[config.mk]
export PLATFORM = sky130hd
export DESIGN_NAME = two_class_age_ordered_fifo_unit
export DESIGN_NICKNAME = d
export VERILOG_FILES = /design/src/rtl/core/tcaf_pkg.sv /design/src/rtl/core/tcaf_ram.sv /design/src/rtl/core/tcaf_ctrl.sv /design/src/rtl/core/tcaf_datapath.sv /design/src/rtl/core/two_class_age_ordered_fifo_unit.sv
export SDC_FILE = /design/constraint.sdc
export NUM_CORES = 1
export LEC_CHECK = 0
export BUFFER_PORTS_ARGS = -buffer_cell sky130_fd_sc_hd__buf_2
export CELL_PAD_IN_SITES_DETAIL_PLACEMENT = 0
export CELL_PAD_IN_SITES_GLOBAL_PLACEMENT = 1
export CORE_ASPECT_RATIO = 0.5
export CORE_MARGIN = 4
export CORE_UTILIZATION = 60
export DETAILED_ROUTE_END_ITERATION = 7
export GPL_TIMING_DRIVEN = 0
export MAX_ROUTING_LAYER = met4
export PLACE_DENSITY = 0.9
export SLEW_MARGIN = 20
export SYNTH_ARGS = -nofsm -noshare
export SYNTH_HDL_FRONTEND = slang
export SYNTH_SLANG_ARGS = --single-unit
[constraint.sdc]
create_clock -name clock -period 15.6 [get_ports clock]
set_input_delay 3.9 -clock clock [delete_from_list [all_inputs] [get_ports clock]]
set_output_delay 3.9 -clock clock [all_outputs]
set_load 0.05 [all_outputs]
[src/rtl/core/tcaf_pkg.sv]
package tcaf_pkg;

   localparam int CLASS_DEPTH   = 16;
   localparam int PAYLOAD_WIDTH = 32;
   localparam int NUM_CLASSES   = 2;
   localparam int STAMP_MOD     = 4 * CLASS_DEPTH;
   localparam int PTR_W         = (CLASS_DEPTH > 1) ? $clog2(CLASS_DEPTH) : 1;
   localparam int CNT_W         = $clog2(CLASS_DEPTH + 1);
   localparam int STAMP_W       = $clog2(STAMP_MOD);
   localparam int ENTRY_W       = STAMP_W + PAYLOAD_WIDTH;

   typedef enum logic [2:0] {
      KIND_PUSH0   = 3'd0,
      KIND_PUSH1   = 3'd1,
      KIND_POP0    = 3'd2,
      KIND_POP1    = 3'd3,
      KIND_POP_ANY = 3'd4
   } kind_type;

   typedef enum logic [1:0] {
      STATUS_OK    = 2'd0,
      STATUS_EMPTY = 2'd1,
      STATUS_FULL  = 2'd2
   } status_type;

   typedef enum logic {
      ST_IDLE = 1'b0,
      ST_EXEC = 1'b1
   } state_type;

   typedef struct packed {
      logic [2:0]               kind;
      logic [PAYLOAD_WIDTH-1:0] payload_in;
   } req_type;

   typedef struct packed {
      logic [PAYLOAD_WIDTH-1:0] payload_out;
      logic                     popped_class;
      logic [1:0]               status;
   } rsp_type;

   typedef struct packed {
      logic capture;
      logic execute;
   } ctl_cmd_type;

   function automatic logic [PTR_W-1:0] next_ptr(input logic [PTR_W-1:0] p);
      logic [PTR_W-1:0] r;
      if (p == PTR_W'(CLASS_DEPTH - 1)) begin
         r = '0;
      end else begin
         r = p + 1'b1;
      end
      return r;
   endfunction

endpackage

[src/rtl/core/tcaf_ram.sv]
module tcaf_ram #(
   parameter int WIDTH = 8,
   parameter int DEPTH = 16
) (
   input  logic                                        clock,
   input  logic                                        wr_en,
   input  logic [((DEPTH > 1) ? $clog2(DEPTH) : 1)-1:0] wr_addr,
   input  logic [WIDTH-1:0]                            wr_data,
   input  logic [((DEPTH > 1) ? $clog2(DEPTH) : 1)-1:0] rd_addr,
   output logic [WIDTH-1:0]                            rd_data
);

   logic [WIDTH-1:0] mem_ff [DEPTH];
   logic [WIDTH-1:0] rd_data_ff;

   always_ff @(posedge clock) begin
      if (wr_en) begin
         mem_ff[wr_addr] <= wr_data;
      end
      rd_data_ff <= mem_ff[rd_addr];
   end

   assign rd_data = rd_data_ff;

endmodule

[src/rtl/core/tcaf_ctrl.sv]
module tcaf_ctrl (
   input  logic                 clock,
   input  logic                 reset,
   input  logic                 start,
   output logic                 busy,
   output tcaf_pkg::ctl_cmd_type cmd
);
   import tcaf_pkg::*;

   state_type state_ff;
   state_type state_in;

   always_ff @(posedge clock) begin
      if (reset) begin
         state_ff <= ST_IDLE;
      end else begin
         state_ff <= state_in;
      end
   end

   always_comb begin
      state_in = state_ff;
      unique case (state_ff)
         ST_IDLE: begin
            if (start) begin
               state_in = ST_EXEC;
            end
         end
         ST_EXEC: begin
            state_in = ST_IDLE;
         end
         default: begin
            state_in = ST_IDLE;
         end
      endcase
   end

   always_comb begin
      cmd  = '0;
      busy = 1'b0;
      unique case (state_ff)
         ST_IDLE: begin
            cmd.capture = start;
         end
         ST_EXEC: begin
            cmd.execute = 1'b1;
            busy        = 1'b1;
         end
         default: begin
            busy = 1'b1;
         end
      endcase
   end

endmodule

[src/rtl/core/tcaf_datapath.sv]
module tcaf_datapath (
   input  logic                  clock,
   input  logic                  reset,
   input  tcaf_pkg::ctl_cmd_type cmd,
   input  tcaf_pkg::req_type     req_item,
   output logic                  rsp_valid,
   output tcaf_pkg::rsp_type     rsp_item
);
   import tcaf_pkg::*;

   req_type            req_ff;
   logic [PTR_W-1:0]   head_ff  [NUM_CLASSES];
   logic [PTR_W-1:0]   head_in  [NUM_CLASSES];
   logic [PTR_W-1:0]   tail_ff  [NUM_CLASSES];
   logic [PTR_W-1:0]   tail_in  [NUM_CLASSES];
   logic [CNT_W-1:0]   count_ff [NUM_CLASSES];
   logic [CNT_W-1:0]   count_in [NUM_CLASSES];
   logic [STAMP_W-1:0] arrival_ff;
   logic [STAMP_W-1:0] arrival_in;
   logic               rsp_valid_ff;
   logic               rsp_valid_in;
   rsp_type            rsp_ff;
   rsp_type            rsp_in;

   logic [ENTRY_W-1:0] rd_data  [NUM_CLASSES];
   logic               wr_en    [NUM_CLASSES];
   logic [ENTRY_W-1:0] wr_data;

   logic [STAMP_W-1:0] stamp0;
   logic [STAMP_W-1:0] stamp1;
   logic [STAMP_W:0]   stamp_diff;
   logic               older0;
   logic               push_req;
   logic               pop_req;
   logic               push_cls;
   logic               pop_cls;

   for (genvar c = 0; c < NUM_CLASSES; c++) begin : g_class
      tcaf_ram #(
         .WIDTH(ENTRY_W),
         .DEPTH(CLASS_DEPTH)
      ) u_ram (
         .clock  (clock),
         .wr_en  (wr_en[c]),
         .wr_addr(tail_ff[c]),
         .wr_data(wr_data),
         .rd_addr(head_ff[c]),
         .rd_data(rd_data[c])
      );
   end

   assign wr_data = {arrival_ff, req_ff.payload_in};
   assign stamp0  = rd_data[0][PAYLOAD_WIDTH +: STAMP_W];
   assign stamp1  = rd_data[1][PAYLOAD_WIDTH +: STAMP_W];

   always_comb begin
      if (stamp1 >= stamp0) begin
         stamp_diff = {1'b0, stamp1} - {1'b0, stamp0};
      end else begin
         stamp_diff = {1'b0, stamp1} + (STAMP_W + 1)'(STAMP_MOD) - {1'b0, stamp0};
      end
      older0 = (stamp_diff != '0) && (stamp_diff < (STAMP_W + 1)'(STAMP_MOD / 2));
   end

   always_comb begin
      push_req = 1'b0;
      pop_req  = 1'b0;
      push_cls = 1'b0;
      pop_cls  = 1'b0;
      unique case (kind_type'(req_ff.kind))
         KIND_PUSH0: begin
            push_req = 1'b1;
         end
         KIND_PUSH1: begin
            push_req = 1'b1;
            push_cls = 1'b1;
         end
         KIND_POP0: begin
            pop_req = 1'b1;
         end
         KIND_POP1: begin
            pop_req = 1'b1;
            pop_cls = 1'b1;
         end
         KIND_POP_ANY: begin
            pop_req = 1'b1;
            priority if (count_ff[0] == '0) begin
               pop_cls = 1'b1;
            end else if (count_ff[1] == '0) begin
               pop_cls = 1'b0;
            end else begin
               pop_cls = !older0;
            end
         end
         default: begin
         end
      endcase
   end

   always_comb begin
      head_in      = head_ff;
      tail_in      = tail_ff;
      count_in     = count_ff;
      arrival_in   = arrival_ff;
      wr_en[0]     = 1'b0;
      wr_en[1]     = 1'b0;
      rsp_valid_in = cmd.execute;
      rsp_in       = '0;
      if (cmd.execute) begin
         if (push_req) begin
            if (count_ff[push_cls] == CNT_W'(CLASS_DEPTH)) begin
               rsp_in.status = STATUS_FULL;
            end else begin
               wr_en[push_cls]    = 1'b1;
               tail_in[push_cls]  = next_ptr(tail_ff[push_cls]);
               count_in[push_cls] = count_ff[push_cls] + 1'b1;
               if (arrival_ff == STAMP_W'(STAMP_MOD - 1)) begin
                  arrival_in = '0;
               end else begin
                  arrival_in = arrival_ff + 1'b1;
               end
            end
         end
         if (pop_req) begin
            if (count_ff[pop_cls] == '0) begin
               rsp_in.status = STATUS_EMPTY;
            end else begin
               rsp_in.payload_out  = rd_data[pop_cls][PAYLOAD_WIDTH-1:0];
               rsp_in.popped_class = pop_cls;
               head_in[pop_cls]    = next_ptr(head_ff[pop_cls]);
               count_in[pop_cls]   = count_ff[pop_cls] - 1'b1;
            end
         end
      end
   end

   always_ff @(posedge clock) begin
      if (cmd.capture) begin
         req_ff <= req_item;
      end
      rsp_ff <= rsp_in;
   end

   always_ff @(posedge clock) begin
      if (reset) begin
         for (int c = 0; c < NUM_CLASSES; c++) begin
            head_ff[c]  <= '0;
            tail_ff[c]  <= '0;
            count_ff[c] <= '0;
         end
         arrival_ff   <= '0;
         rsp_valid_ff <= 1'b0;
      end else begin
         head_ff      <= head_in;
         tail_ff      <= tail_in;
         count_ff     <= count_in;
         arrival_ff   <= arrival_in;
         rsp_valid_ff <= rsp_valid_in;
      end
   end

   assign rsp_valid = rsp_valid_ff;
   assign rsp_item  = rsp_ff;

endmodule

[src/rtl/core/two_class_age_ordered_fifo_unit.sv]
// An accepted start captures the request and moves the state machine to EXEC, where it is
// executed; the result is registered in rsp_valid_ff and rsp_ff, which drive rsp_valid and
// rsp_item. A new start is not taken while busy, which is high in the EXEC state.
// The receiver cannot stall; each result beat is valid for exactly one cycle.
// Reset clears the state machine, the head, tail and count of both classes and the
// arrival counter; RAM contents are left as they are and are read only once written.
module two_class_age_ordered_fifo_unit (
   input  logic              clock,
   input  logic              reset,
   input  logic              start,
   output logic              busy,
   input  tcaf_pkg::req_type req_item,
   output logic              rsp_valid,
   output tcaf_pkg::rsp_type rsp_item
);
   import tcaf_pkg::*;

   ctl_cmd_type cmd;

   tcaf_ctrl u_ctrl (
      .clock(clock),
      .reset(reset),
      .start(start),
      .busy (busy),
      .cmd  (cmd)
   );

   tcaf_datapath u_datapath (
      .clock    (clock),
      .reset    (reset),
      .cmd      (cmd),
      .req_item (req_item),
      .rsp_valid(rsp_valid),
      .rsp_item (rsp_item)
   );

endmodule

After elaboration in Yosys (flattened, before gate mapping)
Memories as Yosys holds them, arrays and structs flattened. A register that Yosys moved wholly into a read port is not among the register bits.
Index checks and enable logic that the tools add are counted.
{"block": "word_totals", "latch_bits": 0, "output_inout_bits": 37, "mem_bits_rw": 1216, "romBits": 0, "ff_bits": 104, "elab_cells": 124, "n_memories": 2}
{"block": "classes", "eq_ne": 8, "order_cmp": 6, "shifts": 0, "n_mul": 0, "n_div": 0, "mux": 65, "n_reduce_logical": 14, "n_addsub": 8, "bitwise": 7}
{"memory": "u_datapath.g_class[0].u_ram.mem_ff", "depth": 16, "width": 38, "rd": 1, "rd_clocked_by_memory_dff": 1, "wr": 1, "line": "tcaf_ram.sv:13", "rtl": "logic [WIDTH-1:0] mem_ff [DEPTH];"}
{"memory": "u_datapath.g_class[1].u_ram.mem_ff", "depth": 16, "width": 38, "rd": 1, "rd_clocked_by_memory_dff": 1, "wr": 1, "line": "tcaf_ram.sv:13"}
{"cell": "32-bit 2-to-1 mux", "count": 3}
{"cell": "4-bit 2-to-1 mux", "count": 16}
{"cell": "10-bit 2-to-1 mux", "count": 5}
{"cell": "5-bit 2-to-1 mux", "count": 8}
{"cell": "10-bit bitwise mux", "count": 2}
{"cell": "8-bit bitwise mux", "count": 2}
{"cell": "5-bit zero test", "count": 3}
{"cell": "2-bit 2-to-1 mux", "count": 7}
{"cell": "1-bit 2-to-1 mux", "count": 13}
{"cell": "5-bit demux with 1-bit select", "count": 2}
{"cell": "4-bit by 1-bit adder with 4-bit output, second input constant", "count": 2}
{"cell": "4-bit demux with 1-bit select", "count": 2}
{"cell": "4-bit equality test, second input constant", "count": 2}
{"cell": "6-bit by 7-bit adder with 7-bit output, second input constant", "count": 1}
{"cell": "7-bit by 6-bit less-than comparator with 1-bit output, second input constant", "count": 1}
{"cell": "7-bit 2-to-1 mux", "count": 1}
{"cell": "7-bit nonzero test", "count": 1}
{"cell": "6-bit by 6-bit subtractor with 7-bit output", "count": 1}
{"cell": "7-bit by 6-bit subtractor with 7-bit output", "count": 1}
{"cell": "6-bit by 1-bit adder with 6-bit output, second input constant", "count": 1}
{"cell": "3-bit by 2-bit equality test with 1-bit output, second input constant", "count": 2}
{"cell": "6-bit equality test, second input constant", "count": 1}
{"cell": "6-bit >= comparator", "count": 1}
{"cell": "6-bit 2-to-1 mux", "count": 1}
{"cell": "other kinds (17)", "count": 29}

Depth between registers and ports, before layout
{"block": "depth", "word_depth": 19, "depth_mapped": 17}

Hierarchy
From an unflattened synthesis, not the netlist that was laid out.
{"block": "hier_totals", "hier_cells": 2398, "area_unflattened_um2": 51749.6}
{"module": "tcaf_ram", "instances": 2, "area_per_inst_um2": 23570.1, "cells_each": 989}
{"module": "tcaf_datapath", "instances": 1, "area_per_inst_um2": 4555.6, "cells_each": 415}
{"module": "tcaf_ctrl", "instances": 1, "area_per_inst_um2": 53.8, "cells_each": 5}

Least setup slack after synthesis
No wires, ideal clock.
{"block": "synth_timing", "path_kind": "input -> register", "from": "in start", "to": "reg u_datapath.req_ff[0] (netlist name) (enable)", "setup_slack_ns": 9.673, "arrival_time_ns": 5.495, "path_stages": 1, "path_cell_list": "nor2b_1"}
{"block": "synth_between", "elab_chain_cells": 1}
{"element": "start, declared", "line": "two_class_age_ordered_fifo_unit.sv:10", "rtl": "input logic start,"}
{"element": "1-bit 2-to-1 mux", "line": "tcaf_ctrl.sv:41", "rtl": "unique case (state_ff)"}
{"element": "end signal, assigned", "line": "tcaf_datapath.sv:139", "rtl": "req_ff <= req_item;"}
{"element": "end, declared", "line": "tcaf_datapath.sv:11", "rtl": "req_type req_ff;"}
No other way between the ends.
A chain may end at the register's enable or synchronous reset.

Worst setup path after layout
{"block": "layout_timing", "from": "reg u_datapath.rsp_ff, in the netlist u_datapath.rsp_item[27]", "to": "out rsp_item[27] (netlist name)"}
{"element": "start, declared", "line": "tcaf_datapath.sv:22", "rtl": "rsp_type rsp_ff;"}
{"element": "start signal, assigned", "line": "tcaf_datapath.sv:141", "rtl": "rsp_ff <= rsp_in;"}
{"element": "end, declared", "line": "two_class_age_ordered_fifo_unit.sv:14", "rtl": "output tcaf_pkg::rsp_type rsp_item"}
No word-level cell between the ends.

==> results.json <==
{
  "area_growth_pct": 14.38,
  "wire_per_inst_um": 39.28,
  "start_kind": "register",
  "status": "finished clean",
  "clk_path_buf_depth": 3,
  "cp.arrival_ns": 1.37,
  "yosysSeqAreaShare": 0.7831,
  "dp_hpwl_um": 81540,
  "gr-total-overflow": 0,
  "drc": 0,
  "rows": 75,
  "die-area_um2": 91180,
  "fmax_mhz": 189.7,
  "ys_types": 66,
  "io_buffers": 74,
  "cts_sinks": 1396,
  "cp_slowest_cell": "dfxtp_1",
  "setup_tns_ns": 0,
  "synth_seq_cells": 1396,
  "slew_headroom": 0.1324,
  "maxCapViolations": 0,
  "grt_pass1_vias": 27430,
  "start_util": 0.6112,
  "path_clk_slew_ns": 0.07,
  "synth.most_common_cell": "edfxtp_1",
  "cts_setup_buffers": 0,
  "synthAdderAreaFrac": 0.003051,
  "holdPathStages": 1,
  "dp_cells": 3543,
  "drt-initial-drc-count": 5832,
  "hold_viol": 0,
  "cts_made_buffers": 112,
  "nNetsFinal": 2554,
  "seqCellArea_um2": 40480,
  "reg2reg_slack_ns": 11.07,
  "synth_area_um2": 51680,
  "avgSynthCellArea_um2": 23.30,
  "p_leak_nw": 18.57,
  "routed_wl_um": 148000,
  "synthCells": 2218,
  "antenna_found_initial": 7,
  "cts_tree": "done",
  "final_cells": 3767,
  "fin_crit_sh": 0.3380,
  "drive_gt1_frac": 0.3309,
  "ant_nets": 0,
  "yosys-top-cells-count": "edfxtp_1, mux4_2, dfxtp_1",
  "hold_start": "u_datapath.g_class[1].u_ram.rd_data[25]",
  "finalClockSkew_ns": 0.03532,
  "finalCriticalPeriod_ns": 5.273,
  "async_reset_ff_frac": 0,
  "timing.final.max_slew_violations": 0,
  "htree_levels": 3,
  "multi_input_area_um2": 10870,
  "worstPathCellList": "buf_2",
  "critPathCaptureType": "output port",
  "cp_max_fo": 1,
  "grt_use_total": 0.3385,
  "worstRegToRegCells": 16,
  "rsz0062_at_grt": "no",
  "synth_edf_count": 1251,
  "synth-xor-area-share": 0.002034,
  "synth-simple-area-share": 0.01625,
  "muxShareOfSynthArea": 0.1691,
  "dieHeight_um": 215.5,
  "fillers": 4387,
  "grt_max_degree": 36,
  "irDropWorstVdd_mv": 0.09661,
  "synth_top_area_frac": 0.7269,
  "hold_end": "u_datapath.rsp_item[28]",
  "syn-num-nets": 2268,
  "yosysTopAreaCell": "edfxtp_1",
  "r2r_end": "u_datapath.g_class[1].u_ram.mem_ff[1][21]",
  "ioPinCount": 75,
  "cp.buffers_inverters": 1,
  "crit_family": "flip-flops",
  "synth_compound_area_frac": 0.01542,
  "yosysWarnings": 0,
  "firstDrtPassIters": 6,
  "via_count": 27550,
  "setup_violations": 0,
  "grt_pass1_wl_um": 210200,
  "dieWidth_um": 423.1,
  "rr_startpoint": "u_datapath.req_ff[32]",
  "crit_type": "reg -> out",
  "viasPerCell": 7.315,
  "synth_top_flop_cell": "edfxtp_1",
  "cp.required_ns": 11.70,
  "cts_hold_buffers": 0,
  "tightest_slew_ns": 1.301,
  "power.density_nw_per_um2": 122.5,
  "core-area_um2": 84550,
  "cts_root_buf": "clkbuf_16",
  "slowest_delay_ns": 0.37,
  "clk-insertion-delay-late_ns": 0.72,
  "yosys-top-cells-area": "edfxtp_1, mux4_2, dfxtp_1, a22o_1, nor2_1",
  "hold_path_class": "reg -> reg",
  "place_congestion": 0.8259,
  "cts_resized": 0,
  "synth_top_family_by_area": "multiplexers"
}
layer usage:
metal	vias up	GRT usage	share of wire
met4	0	0.1199	0.043
met5	-	-	0
li1	9937	-	-
met1	13980	0.4448	0.33
met2	3161	0.5035	0.47
met3	480	0.1145	0.16
layout make-up:
class	count	share of cell area
plain buffers	110	0.008954
flip-flops and latches	1396	0.6848
clock buffers	151	0.05385
clock inverters	61	0.01099
inverters	15	0.0009949
repair buffers	172	0.03177
multi-input cells	697	0.1838
diodes	10	0.0004233
well taps	1155	0.02445
how the worst max path moves through the flow:
stage	to	start	slack (ns)	depth (start not counted)
after global routing	rsp_item[27]	u_datapath.rsp_item[27]	10.29	1
after CTS	rsp_item[27]	u_datapath.rsp_item[27]	10.31	1
after detailed placement	u_datapath.head_ff[1]	reset	10.05	4
final	rsp_item[27]	u_datapath.rsp_item[27]	10.33	1
after floorplan	u_datapath.req_ff[0]	start	9.67	1
after global placement	u_datapath.g_class[0].u_ram.mem_ff[8][21]	u_datapath.req_ff[32]	6.70	12
metrics by stage:
stage	total power, W	worst slack [ns]	area, um2	util	hold WS [ns]
2_1_floorplan	0.004224	9.673	51680	-	0.4195
3_3_place_gp	0.004258	6.699	53500	0.6327	0.4359
3_5_place_dp	0.004268	10.05	55210	0.6530	0.4338
4_1_cts	0.007230	10.31	59040	0.6983	0.4532
5_1_grt	0.007416	10.29	59110	0.6991	0.4772
6_report	0.007243	10.33	59110	0.6991	0.4576
flip-flops by register name (all words and copies together), names as in the netlist:
name	count
u_datapath.head_ff	8
u_datapath.rsp_valid	1
u_datapath.arrival_ff	6
u_datapath.req_ff	35
u_ctrl.state_ff	1
u_datapath.g_class.u_ram.mem_ff	1216
u_datapath.tail_ff	8
u_datapath.count_ff	10
u_datapath.g_class.u_ram.rd_data	76
u_datapath.rsp_item	35
cells by family (layout without fill, tap and decap cells):
logic type / Yosys count / in the layout
flip-flops: 1396 / 1396
multiplexers: 397 / 397
AND/OR/NAND/NOR: 172 / 172
buffers and inverters: 125 / 509
AO/OA/AOI/OAI: 104 / 104
adder cells (fa/ha/maj): 12 / 12
XOR/XNOR: 12 / 12
other: 0 / 10
where the power goes:
part	switching (W)	internal (W)	total, W
sequential	0.0000458	0.00407	0.00412
combinational	0.0000433	0.0000286	0.0000720
clock	0.00141	0.00164	0.00305
placed cells by master (no fill, tap or decap), types with 5 or more instances in the layout:
cell type and instances:
edfxtp_1 1251, nor2_1 37, clkbuf_2 10, o21ai_0 11, nor3_2 12, buf_16 16, clkinv_1 10, clkinv_2 28
inv_1 12, nand3_1 10, clkinvlp_4 8, buf_4 43, buf_6 12, nand2_1 36, a22o_1 32, clkbuf_16 115
mux4_2 380, dfxtp_2 6, bufinv_16 12, clkbuf_1 69, xnor2_1 7, buf_2 112, nor3_1 9, clkbuf_8 17
xor2_1 5, nor2_4 25, nand2b_1 12, mux2i_1 9, dfxtp_1 139, ha_1 11, buf_12 34, diode_2 10
a21oi_1 21, mux2_2 5, or3_1 5
Power figures use the tool's default switching activity.
